<file path="src/mcpg_pkg.sv">
// Shared types and constants for the midpoint circle pixel generator.
// No dependencies; used by mcpg_ctrl, mcpg_datapath and the top level.
package mcpg_pkg;

  localparam int COORD_BITS  = 13;
  localparam int RADIUS_BITS = 6;
  localparam int STEP_BITS   = 7;
  localparam int ERR_BITS    = 12;
  localparam int ADDR_BITS   = 24;
  localparam int WORD_BITS   = 32;
  localparam int CFG_BITS    = 13;
  localparam int CFG_IDX_BITS = 3;
  localparam int PIXELS      = 8;
  localparam int IN_BITS     = 96;
  localparam int OUT_BITS    = 264;

  localparam logic [CFG_IDX_BITS-1:0] REG_FRAME_WIDTH = 3'd0;
  localparam logic [CFG_IDX_BITS-1:0] REG_VIEW_LEFT   = 3'd1;
  localparam logic [CFG_IDX_BITS-1:0] REG_VIEW_RIGHT  = 3'd2;
  localparam logic [CFG_IDX_BITS-1:0] REG_VIEW_TOP    = 3'd3;
  localparam logic [CFG_IDX_BITS-1:0] REG_VIEW_BOTTOM = 3'd4;

  localparam logic [CFG_BITS-1:0] RST_FRAME_WIDTH = 13'd640;
  localparam logic [CFG_BITS-1:0] RST_VIEW_RIGHT  = 13'd640;
  localparam logic [CFG_BITS-1:0] RST_VIEW_BOTTOM = 13'd480;

  // Column / row selectors per pixel.
  // col: 0 cx+x, 1 cx-x, 2 cx+y, 3 cx-y ; row: 0 cy+y, 1 cy-y, 2 cy+x, 3 cy-x
  localparam logic [1:0] PIX_COL [PIXELS] = '{2'd0, 2'd0, 2'd1, 2'd1, 2'd2, 2'd2, 2'd3, 2'd3};
  localparam logic [1:0] PIX_ROW [PIXELS] = '{2'd0, 2'd1, 2'd0, 2'd1, 2'd2, 2'd3, 2'd2, 2'd3};

  typedef enum logic [2:0] {
    ST_IDLE,
    ST_MUL_CENTER,
    ST_MUL_RADIUS,
    ST_SETUP,
    ST_RUN
  } state_t;

  typedef struct packed {
    logic load;
    logic mul_center;
    logic mul_radius;
    logic setup;
    logic step;
  } cmd_t;

  typedef struct packed {
    logic out_valid;
    logic final_step;
  } status_t;

endpackage

</file>
<file path="src/mcpg_ctrl.sv">
// Controller state machine for the midpoint circle pixel generator.
// Depends on mcpg_pkg; drives mcpg_datapath through cmd_t, reads status_t.
module mcpg_ctrl (
  input  logic              clk,
  input  logic              rst,
  input  logic              s_tvalid,
  output logic              s_tready,
  input  logic              m_tready,
  input  mcpg_pkg::status_t status,
  output mcpg_pkg::cmd_t    cmd
);

  mcpg_pkg::state_t state;
  mcpg_pkg::state_t state_next;
  logic             can_emit;

  assign can_emit = !status.out_valid || m_tready;

  always_ff @(posedge clk) begin
    if (rst) begin
      state <= mcpg_pkg::ST_IDLE;
    end else begin
      state <= state_next;
    end
  end

  always_comb begin
    state_next = state;
    unique case (state)
      mcpg_pkg::ST_IDLE: begin
        if (s_tvalid) state_next = mcpg_pkg::ST_MUL_CENTER;
      end
      mcpg_pkg::ST_MUL_CENTER: state_next = mcpg_pkg::ST_MUL_RADIUS;
      mcpg_pkg::ST_MUL_RADIUS: state_next = mcpg_pkg::ST_SETUP;
      mcpg_pkg::ST_SETUP:      state_next = mcpg_pkg::ST_RUN;
      mcpg_pkg::ST_RUN: begin
        if (can_emit && status.final_step) state_next = mcpg_pkg::ST_IDLE;
      end
      default: state_next = mcpg_pkg::ST_IDLE;
    endcase
  end

  always_comb begin
    cmd      = '0;
    s_tready = 1'b0;
    unique case (state)
      mcpg_pkg::ST_IDLE: begin
        s_tready = 1'b1;
        cmd.load = s_tvalid;
      end
      mcpg_pkg::ST_MUL_CENTER: cmd.mul_center = 1'b1;
      mcpg_pkg::ST_MUL_RADIUS: cmd.mul_radius = 1'b1;
      mcpg_pkg::ST_SETUP:      cmd.setup      = 1'b1;
      mcpg_pkg::ST_RUN:        cmd.step       = can_emit;
      default: cmd = '0;
    endcase
  end

endmodule

</file>
<file path="src/mcpg_datapath.sv">
// Datapath: config registers, held request, midpoint step registers,
// incremental row bases and the output word register. Depends on mcpg_pkg.
module mcpg_datapath (
  input  logic                                  clk,
  input  logic                                  rst,
  input  logic                                  cfg_wen,
  input  logic [mcpg_pkg::CFG_IDX_BITS-1:0]     cfg_addr,
  input  logic [mcpg_pkg::CFG_BITS-1:0]         cfg_data,
  input  logic [mcpg_pkg::IN_BITS-1:0]          s_tdata,
  input  logic                                  m_tready,
  input  mcpg_pkg::cmd_t                        cmd,
  output mcpg_pkg::status_t                     status,
  output logic [mcpg_pkg::OUT_BITS-1:0]         m_tdata,
  output logic                                  m_tlast
);

  localparam int CB = mcpg_pkg::COORD_BITS;
  localparam int SB = mcpg_pkg::STEP_BITS;
  localparam int EB = mcpg_pkg::ERR_BITS;
  localparam int AB = mcpg_pkg::ADDR_BITS;
  localparam int WB = mcpg_pkg::WORD_BITS;
  localparam int PB = CB + 1;  // pixel coordinate
  localparam int VB = CB + 2;  // compare width

  logic [CB-1:0] frame_width, view_left, view_right, view_top, view_bottom;

  logic signed [CB-1:0] center_x, center_y;
  logic [WB-1:0]        color, depth;
  logic [SB-1:0]        step_x, step_y;
  logic signed [EB-1:0] error_term;
  logic [AB-1:0]        center_base, radius_off;
  logic [AB-1:0]        row_base [4];

  logic [AB-1:0]        out_addr [mcpg_pkg::PIXELS];
  logic [mcpg_pkg::PIXELS-1:0] out_mask;
  logic [WB-1:0]        out_color, out_depth;
  logic                 out_last, out_valid;

  // step arithmetic
  logic                 err_pos;
  logic [SB-1:0]        step_x_next, step_y_next;
  logic signed [EB-1:0] error_term_next;
  logic signed [EB-1:0] diff_xy;
  logic [AB-1:0]        fw_ext;

  // pixel evaluation
  logic signed [PB-1:0] col [4];
  logic signed [PB-1:0] row [4];
  logic [3:0]           col_in, row_in;
  logic [AB-1:0]        pix_addr [mcpg_pkg::PIXELS];
  logic [mcpg_pkg::PIXELS-1:0] pix_mask;

  always_ff @(posedge clk) begin
    if (rst) begin
      frame_width <= mcpg_pkg::RST_FRAME_WIDTH;
      view_left   <= '0;
      view_right  <= mcpg_pkg::RST_VIEW_RIGHT;
      view_top    <= '0;
      view_bottom <= mcpg_pkg::RST_VIEW_BOTTOM;
    end else if (cfg_wen) begin
      unique case (cfg_addr)
        mcpg_pkg::REG_FRAME_WIDTH: frame_width <= cfg_data;
        mcpg_pkg::REG_VIEW_LEFT:   view_left   <= cfg_data;
        mcpg_pkg::REG_VIEW_RIGHT:  view_right  <= cfg_data;
        mcpg_pkg::REG_VIEW_TOP:    view_top    <= cfg_data;
        mcpg_pkg::REG_VIEW_BOTTOM: view_bottom <= cfg_data;
        default: ;
      endcase
    end
  end

  assign fw_ext  = {{(AB-CB){1'b0}}, frame_width};
  assign err_pos = (error_term > 0);
  assign diff_xy = $signed({{(EB-SB){1'b0}}, step_y}) - $signed({{(EB-SB){1'b0}}, step_x});

  always_comb begin
    step_y_next = step_y + SB'(1);
    if (err_pos) begin
      step_x_next     = step_x - SB'(1);
      error_term_next = error_term + (diff_xy <<< 2) + EB'(10);
    end else begin
      step_x_next     = step_x;
      error_term_next = error_term + $signed({{(EB-SB-2){1'b0}}, step_y, 2'b00}) + EB'(6);
    end
  end

  // x steps below zero only on a zero radius, which ends after one word
  assign status.final_step = (step_x_next < step_y_next) || (err_pos && step_x == '0);
  assign status.out_valid  = out_valid;

  // held request, step state and row bases
  always_ff @(posedge clk) begin
    if (cmd.load) begin
      center_x   <= s_tdata[CB-1:0];
      center_y   <= s_tdata[2*CB-1:CB];
      color      <= s_tdata[2*CB+mcpg_pkg::RADIUS_BITS+WB-1:2*CB+mcpg_pkg::RADIUS_BITS];
      depth      <= s_tdata[mcpg_pkg::IN_BITS-1:mcpg_pkg::IN_BITS-WB];
      step_x     <= {1'b0, s_tdata[2*CB+mcpg_pkg::RADIUS_BITS-1:2*CB]};
      step_y     <= '0;
      error_term <= EB'(3) - $signed({{(EB-mcpg_pkg::RADIUS_BITS-1){1'b0}},
                     s_tdata[2*CB+mcpg_pkg::RADIUS_BITS-1:2*CB], 1'b0});
    end
    if (cmd.mul_center) begin
      center_base <= AB'(center_y) * fw_ext;
    end
    if (cmd.mul_radius) begin
      radius_off <= AB'(step_x) * fw_ext;
    end
    if (cmd.setup) begin
      row_base[0] <= center_base;
      row_base[1] <= center_base;
      row_base[2] <= center_base + radius_off;
      row_base[3] <= center_base - radius_off;
    end
    if (cmd.step) begin
      step_x      <= step_x_next;
      step_y      <= step_y_next;
      error_term  <= error_term_next;
      row_base[0] <= row_base[0] + fw_ext;
      row_base[1] <= row_base[1] - fw_ext;
      if (err_pos) begin
        row_base[2] <= row_base[2] - fw_ext;
        row_base[3] <= row_base[3] + fw_ext;
      end
    end
  end

  always_comb begin
    col[0] = PB'(center_x) + $signed(PB'(step_x));
    col[1] = PB'(center_x) - $signed(PB'(step_x));
    col[2] = PB'(center_x) + $signed(PB'(step_y));
    col[3] = PB'(center_x) - $signed(PB'(step_y));
    row[0] = PB'(center_y) + $signed(PB'(step_y));
    row[1] = PB'(center_y) - $signed(PB'(step_y));
    row[2] = PB'(center_y) + $signed(PB'(step_x));
    row[3] = PB'(center_y) - $signed(PB'(step_x));
    for (int i = 0; i < 4; i++) begin
      col_in[i] = (VB'(col[i]) >= $signed({2'b00, view_left})) &&
                  (VB'(col[i]) <  $signed({2'b00, view_right}));
      row_in[i] = (VB'(row[i]) >= $signed({2'b00, view_top})) &&
                  (VB'(row[i]) <  $signed({2'b00, view_bottom}));
    end
    for (int k = 0; k < mcpg_pkg::PIXELS; k++) begin
      pix_mask[k] = col_in[mcpg_pkg::PIX_COL[k]] && row_in[mcpg_pkg::PIX_ROW[k]];
      pix_addr[k] = pix_mask[k] ?
                    row_base[mcpg_pkg::PIX_ROW[k]] + AB'(col[mcpg_pkg::PIX_COL[k]]) : '0;
    end
  end

  // output word register
  always_ff @(posedge clk) begin
    if (rst) begin
      out_valid <= 1'b0;
    end else if (cmd.step) begin
      out_valid <= 1'b1;
    end else if (m_tready) begin
      out_valid <= 1'b0;
    end
  end

  always_ff @(posedge clk) begin
    if (cmd.step) begin
      out_addr  <= pix_addr;
      out_mask  <= pix_mask;
      out_color <= color;
      out_depth <= depth;
      out_last  <= status.final_step;
    end
  end

  assign m_tdata = {out_depth, out_color, out_mask,
                    out_addr[7], out_addr[6], out_addr[5], out_addr[4],
                    out_addr[3], out_addr[2], out_addr[1], out_addr[0]};
  assign m_tlast = out_last;

endmodule

</file>
<file path="src/midpoint_circle_pixel_generator.sv">
// Top level of the midpoint circle pixel generator.
// Depends on mcpg_pkg, mcpg_ctrl and mcpg_datapath.
//
// Usage:
//   The slave stream takes one circle request per word. The master stream
//   returns one word per midpoint step with the eight symmetric pixel
//   addresses (row * frame_width + column, modulo 2^24), a viewport mask,
//   colour and depth; tlast marks the final step of a circle. Pixels outside
//   the viewport carry address 0 and a clear mask bit.
//   After a request is accepted, the centre multiply, the radius multiply and
//   setup states build the row bases; the first step registers the first word.
//   A circle of radius r yields about r/sqrt2 + 1 words, one per cycle while
//   m_tready is high. The next request is taken once the last word is registered.
//   The step loop is the single x/y/error register set plus the row-base
//   accumulators, advanced once per emitted word.
//   When the receiver stalls, the output word holds and the step loop waits.
//   Reset (rst, synchronous) empties the output register, returns to idle and
//   loads the viewport registers with their defaults (640 wide, 640 x 480).
//   Configuration is written through cfg_wen/cfg_addr/cfg_data while idle.
module midpoint_circle_pixel_generator (
  input  logic                                clk,
  input  logic                                rst,
  input  logic                                cfg_wen,
  input  logic [mcpg_pkg::CFG_IDX_BITS-1:0]   cfg_addr,
  input  logic [mcpg_pkg::CFG_BITS-1:0]       cfg_data,
  input  logic                                s_tvalid,
  output logic                                s_tready,
  // center_x[12:0], center_y[25:13], radius[31:26], pixel_color[63:32],
  // depth_word[95:64]
  input  logic [mcpg_pkg::IN_BITS-1:0]        s_tdata,
  output logic                                m_tvalid,
  input  logic                                m_tready,
  // addr_0..addr_7 (24 bits each, [191:0]), write_mask[199:192],
  // out_color[231:200], out_depth[263:232]
  output logic [mcpg_pkg::OUT_BITS-1:0]       m_tdata,
  output logic                                m_tlast
);

  mcpg_pkg::cmd_t    cmd;
  mcpg_pkg::status_t status;

  mcpg_ctrl u_ctrl (
    .clk      (clk),
    .rst      (rst),
    .s_tvalid (s_tvalid),
    .s_tready (s_tready),
    .m_tready (m_tready),
    .status   (status),
    .cmd      (cmd)
  );

  mcpg_datapath u_datapath (
    .clk      (clk),
    .rst      (rst),
    .cfg_wen  (cfg_wen),
    .cfg_addr (cfg_addr),
    .cfg_data (cfg_data),
    .s_tdata  (s_tdata),
    .m_tready (m_tready),
    .cmd      (cmd),
    .status   (status),
    .m_tdata  (m_tdata),
    .m_tlast  (m_tlast)
  );

  assign m_tvalid = status.out_valid;

endmodule

</file>
<file path="config.mk">
export PLATFORM = sky130hd
export DESIGN_NAME = midpoint_circle_pixel_generator
export DESIGN_NICKNAME = d
export VERILOG_FILES = /design/src/mcpg_pkg.sv /design/src/mcpg_ctrl.sv /design/src/mcpg_datapath.sv /design/src/midpoint_circle_pixel_generator.sv
export SDC_FILE = /design/constraint.sdc
export NUM_CORES = 2
export LEC_CHECK = 0
export ABC_AREA = 1
export BUFFER_PORTS_ARGS = -buffer_cell sky130_fd_sc_hd__buf_2
export CORE_ASPECT_RATIO = 0.75
export CORE_MARGIN = 4
export CORE_UTILIZATION = 63
export DETAILED_ROUTE_END_ITERATION = 12
export PLACE_DENSITY = 0.83
export SLEW_MARGIN = 20
export SYNTH_ARGS = -nofsm -noshare
export SYNTH_HDL_FRONTEND = slang
export SYNTH_SLANG_ARGS = --single-unit
</file>
<file path="constraint.sdc">
create_clock -name clk -period 10.3 [get_ports clk]
set_input_delay 1.03 -clock clk [delete_from_list [all_inputs] [get_ports clk]]
set_output_delay 1.03 -clock clk [all_outputs]
set_load 0.005 [all_outputs]
</file>
Yosys cells after proc, flatten, opt, wreduce, memory -nomap -nowiden

Memory sizes are Yosys's and may differ from the RTL's.
Cells that the tools add are included.
W data, S select, Z words.

Multipliers: 2
Mux-type cells: 30
Add/subtract/negate cells: 30
Equality and inequality tests: 10
Reductions and logical operators: 32
$lt $le $gt $ge: 18
Bitwise logic cells: 4

Operators by type and width:

| kind                    | number |
|---|---|
| $add A24 B24 Y24        | 9 |
| $ge A14 B14 Y1          | 8 |
| $lt A14 B14 Y1          | 8 |
| $mux W24                | 4 |
| $add A13 B8 Y14         | 4 |
| $sub A13 B8 Y14         | 4 |
| $add A24 B13 Y24        | 2 |
| $sub A24 B13 Y24        | 2 |
| $mux W12                | 3 |
| $mux W7                 | 5 |
| $add A12 B10 Y12        | 2 |
| $mul A13 B14 Y24        | 1 |
| $sub A24 B24 Y24        | 1 |
| $mul A7 B13 Y20         | 1 |
| $logic_and A1 B1 Y1     | 18 |
| $mux W1                 | 15 |
| $pmux W3 S5             | 1 |
| $add A12 B4 Y12 const B | 1 |
| $add A12 B5 Y12 const B | 1 |
| $eq A3 B2 Y1 const B    | 4 |
| $gt A12 B1 Y1 const B   | 1 |
| $reduce_and A2 Y1       | 6 |
| $sub A2 B7 Y8 const A   | 1 |
| $sub A7 B7 Y8           | 1 |
| other kinds (14)        | 23 |

Bits of input ports: 117
Memory bits (writable): 96
Word-level logic and storage cells: 155
Bits in registers: 498
Memories: 1

Memory list:

| name                | depth | width | rd ports | clocked after memory_dff | wr ports | line                | RTL |
|---|---|---|---|---|---|---|---|
| u_datapath.row_base | 4     | 24    | 4        | 0                        | 4        | mcpg_datapath.sv:32 | `logic [AB-1:0] row_base [4];` |

Depth between registers and ports, before layout

Word-level depth: 7
Mapped depth: 28

Cells and area by module

Synthesis repeated with hierarchy kept, for this count alone.

Cell total of the unflattened synthesis: 6537
Area total of the unflattened synthesis: 53968.0 sq um

Modules (own cells, without submodules):

| module        | area each (sq um) | seq. area each (sq um) | instances | cells an instance |
|---|---|---|---|---|
| mcpg_datapath | 53782.8           | 16936.2                | 1         | 6508 |
| mcpg_ctrl     | 185.2             | 60.1                   | 1         | 29 |

Worst setup path after synthesis

OpenSTA, ideal clock, no wires.

Path type: in2reg
From: input port m_tready
To: register u_datapath.out_addr, in the netlist u_datapath.m_tdata[0] (enable)
Setup time: 0.733 ns
Stages: 5
Buffers on the path: 1
Arrival: 8.719 ns
Data required time: 9.567 ns
Path slack: 0.849 ns
Path through: nor2_1 > inv_1 > nand2_1 > inv_2 > clkbuf_1

RTL lines:

| item                   | line                                  | RTL |
|---|---|---|
| start: declaration     | midpoint_circle_pixel_generator.sv:32 | `input logic m_tready,` |
| end signal: assignment | mcpg_datapath.sv:163                  | `out_addr <= pix_addr;` |
| end: declaration       | mcpg_datapath.sv:34                   | `logic [AB-1:0] out_addr [mcpg_pkg::PIXELS];` |

Worst setup path after layout

From: register u_datapath.center_y[12]
To: register u_datapath.center_base[23], data pin

Cells in the longest elaborated chain, start to end: 1

RTL lines:

| item                     | line                 | RTL |
|---|---|---|
| start: declaration       | mcpg_datapath.sv:27  | `logic signed [CB-1:0] center_x, center_y;` |
| start signal: assignment | mcpg_datapath.sv:95  | `center_y <= s_tdata[2*CB-1:CB];` |
| $mul A13 B14 Y24         | mcpg_datapath.sv:104 | `center_base <= AB'(center_y) * fw_ext;` |
| end signal: assignment   | mcpg_datapath.sv:104 |  |
| end: declaration         | mcpg_datapath.sv:31  | `logic [AB-1:0] center_base, radius_off;` |

No other way between the ends.
A chain may end at the register's enable or synchronous reset.

==> run metrics <==
status=finished, final reports clean; unrepaired setup endpoints after global routing=false; Leak=0.02851 uW; cts hold-fix bufs=0; worst hold path endpoint=u_datapath.out_depth[30]; critical path cell sequence=inv_1 -> or2_2 -> fa_1 -> fa_1 -> inv_1 -> fa_1 -> fa_1 -> fa_1 -> fa_1 -> ha_1 -> a21oi_1 -> o21ai_0 -> a21oi_1 -> nand2_1 -> a21boi_0 -> o21bai_1 -> xor2_1; GP Congestion=1.070; hold_ws=0.4164 ns; Slew Limit Fails=0; Clock Root Buffer=clkbuf_16; I/O Pins=384; Final #Nets=7,865; kind of critical path=reg2reg; fillers=6,770; Initial DRC Count=6,139; die width=345.4 microns; r2r endpoint=u_datapath.center_base[23]; CTS clock-pin slew for the worst setup and hold paths=0.07 ns; largest net degree at the start of global routing=154; setup repair bufs after CTS=0; worst reg2reg setup slack=3.86 ns; Post-synth EDFFs=520; critical path's top delay family=adder cells; TritonCTS clock tree=done; Mean Syn Cell Area=8.269 sq um; Chip Height=261.0 microns; R2R cell count=17; DP Wirelength=144,800 microns; Max Root-Sink Buffers=3; CP endpoint kind=register; yosys warns=0; first-pass GRT wire length=273,600 microns; Worst Tran Pin Value=1.333 ns; later-pin clock latency in the skew report=0.65 ns; flops & latches, synth=589; Bufs and invs on worst path=2; Core Area=84,380 sq um; Clk pwr share=0.246; critical path's slowest cell=edfxtp_1; Port Buffer Count=383; vias=48,950; Total Wirelength=182,900 microns; share of cells above drive strength 1=0.09928; wire per inst=22.76 microns; Final Skew=0.02892 ns; Cell Rows=92; Max stage delay on crit path=0.77 ns; initial antenna violation count=5; Final Hold Viols=0; # setup viols final=0; Pwr per Cell Area=165.6 nW/um^2; Pint=5559 uW; startpoint of the worst register-to-register path=u_datapath.center_y[12]; crit path DAT=6.83 ns; fin crit share=0.6253; number of global-route vias before repair=46,080; Hold Crit Start=u_datapath.depth[30]; Cell Area, Placed=56,730 sq um; hold crit path type=reg2reg; Routed Antenna Nets=0; switching share of power=0.4301; register share of total power=0.305; FFs w/ async S/R, synth=0; Power Total=9754 uW; Final min period=6.441 ns; clk sinks=589; Critical Path RT=10.69 ns; total CTS buffers=66; Layout area overhead=9.526%; H-tree levels=3; DRT Pass-1 Iters=8; Mapped Nets=7,518; crit path max fanout=16; WHS Path Cells=0; Comb power frac=0.449; Worst IR Drop VDD=0.0001487 V; drc violations=0; most used cell, CP=fa_1; Initial Util=0.6373; Sequential Area=17,000 sq um; Final Instance Area=58,900 sq um; Max-cap violations=0; library cells used by synthesis=64; grt ovf=0; max frequency=155.3 MHz; GRT Overall Usage=0.3943; area of the multi-input gates=32,580 sq um; drt via density=6.092; gate count after technology mapping=6,503; Setup TNS=0 ns; relative slew slack=0.1082; post-CTS sizing=0; Post-Syn Area=53,770 sq um; sequential share of the synthesized area=0.3161; critical path launch point type=register; Synth Flop Type=edfxtp_1; Die ar.=90,140 sq um; Psw=4195 uW
[final cells by class]
cell class | instances | area share
flip-flops and latches | 589 | 0.2886
repair buffers | 419 | 0.03735
diodes | 7 | 0.0002974
well taps | 1128 | 0.02396
clock buffers | 72 | 0.02859
inverters | 948 | 0.06057
multi-input cells | 4826 | 0.5531
clock inverters | 46 | 0.007499
[state kept, by name, summed over array words and instances, names as in the netlist, 20 cells and up]
signal	count
u_datapath.out_depth	32
u_datapath.center_base	24
u_datapath.row_base	96
u_datapath.out_color	32
u_datapath.color	32
u_datapath.m_tdata	192
u_datapath.depth	32
u_datapath.radius_off	20
[worst reg2reg max path, stage by stage, from the launching register on]
cell and delay, ns:
edfxtp_1 0.77, inv_1 0.56, or2_2 0.45, fa_1 0.46
fa_1 0.49, inv_1 0.05, fa_1 0.49, fa_1 0.43
fa_1 0.52, fa_1 0.42, ha_1 0.35, a21oi_1 0.21
o21ai_0 0.12, a21oi_1 0.14, nand2_1 0.12, a21boi_0 0.34
o21bai_1 0.13, xor2_1 0.15
[synthesized netlist by cell type (5+ instances only)]
library cell / count / area [sq um]
nand2_1: 1255 / 4711
inv_1: 934 / 3506
ha_1: 698 / 8733
a21oi_1: 624 / 3123
edfxtp_1: 520 / 15610
nor2_1: 492 / 1847
o21ai_0: 402 / 2012
nand3_1: 263 / 1316
xor2_1: 222 / 1944
fa_1: 200 / 4004
nand4_1: 100 / 625.6
nor3_1: 92 / 460.4
clkbuf_1: 90 / 337.8
xnor2_1: 78 / 683.2
dfxtp_1: 69 / 1381
or2_2: 48 / 300.3
a21o_1: 47 / 352.8
o21bai_1: 43 / 322.8
nor2_4: 25 / 281.5
buf_2: 20 / 100.1
a211oi_1: 19 / 142.6
a21oi_2: 19 / 166.4
nor4_1: 19 / 118.9
o211ai_1: 19 / 142.6
a21boi_0: 18 / 135.1
a31oi_1: 17 / 106.4
nor2_2: 13 / 81.33
o21ai_1: 12 / 60.06
buf_4: 11 / 82.58
nand2_2: 11 / 68.82
nand3_2: 11 / 110.1
o31ai_1: 10 / 75.07
buf_6: 9 / 101.4
inv_2: 9 / 33.78
nand3b_1: 9 / 67.56
o21a_1: 9 / 67.56
buf_1: 7 / 26.28
o22ai_1: 6 / 37.54
and3_1: 5 / 31.28
o221ai_1: 5 / 43.79
[cell usage in the layout (no fill, tap or decap), drive strengths merged, types with 48 or more instances in the layout]
cell type  instances
nand2           1269
inv              955
ha               698
a21oi            644
nor2             530
edfxtp           520
buf              419
o21ai            415
nand3            276
xor2             222
fa               200
nand4            102
nor3              94
xnor2             78
clkbuf            72
dfxtp             69
or2               48
[how the worst max path moves through the flow]
| stage | startpoint | end | cells after the start | slack (ns) |
|---|---|---|---|---|
| 2_1_floorplan | m_tready | u_datapath.m_tdata[0] | 5 | 0.85 |
| 3_3_place_gp | u_datapath.center_y[12] | u_datapath.center_base[23] | 17 | 4.13 |
| 3_5_place_dp | u_datapath.center_y[12] | u_datapath.center_base[23] | 17 | 3.97 |
| 4_1_cts | u_datapath.center_y[12] | u_datapath.center_base[23] | 17 | 3.96 |
| 5_1_grt | u_datapath.center_y[12] | u_datapath.center_base[20] | 17 | 3.61 |
| 6_report | u_datapath.center_y[12] | u_datapath.center_base[23] | 17 | 3.86 |
[metal layers]
metal  vias up  GRT usage  wire length (microns)
met5         -   0.005756                    175
met2      2987     0.5724                  74670
met1     22920     0.5480                  73710
met3       478     0.1275                  26120
li1      22550          -                      -
met4        10     0.1578                   8215
[power groups by stage]
stage | combinational (uW) | clock [uW] | sequential (uW)
after floorplan | 2960 | 0 | 2920
after global placement | 4060 | 0 | 3010
after detailed placement | 4170 | 0 | 3010
after CTS | 4220 | 2410 | 2960
after global routing | 4810 | 2510 | 2970
final | 4380 | 2400 | 2980
[through the flow]
| stage | worst slack, ns | util | instances |
|---|---|---|---|
| floorplan | 0.8489 | - | 6503 |
| global route | 3.605 | 0.6980 | 8034 |
| global placement | 4.131 | 0.6723 | 7910 |
| finish | 3.859 | 0.6980 | 8035 |
| CTS | 3.962 | 0.6975 | 8028 |
| detailed placement | 3.973 | 0.6723 | 7910 |
[cells by family (layout without fill, tap and decap cells)]
kind of cell	after synthesis	in the layout	synth area share
flops	589	589	0.3161
other cells	0	7	0
compound gates	1267	1267	0.1292
simple gates	2359	2359	0.1896
mux	2	2	0.0003723
xor+xnor	300	300	0.04886
buf+inv	1088	1485	0.07909
fa+ha+maj	898	898	0.2369
Power figures use the tool's default switching activity.
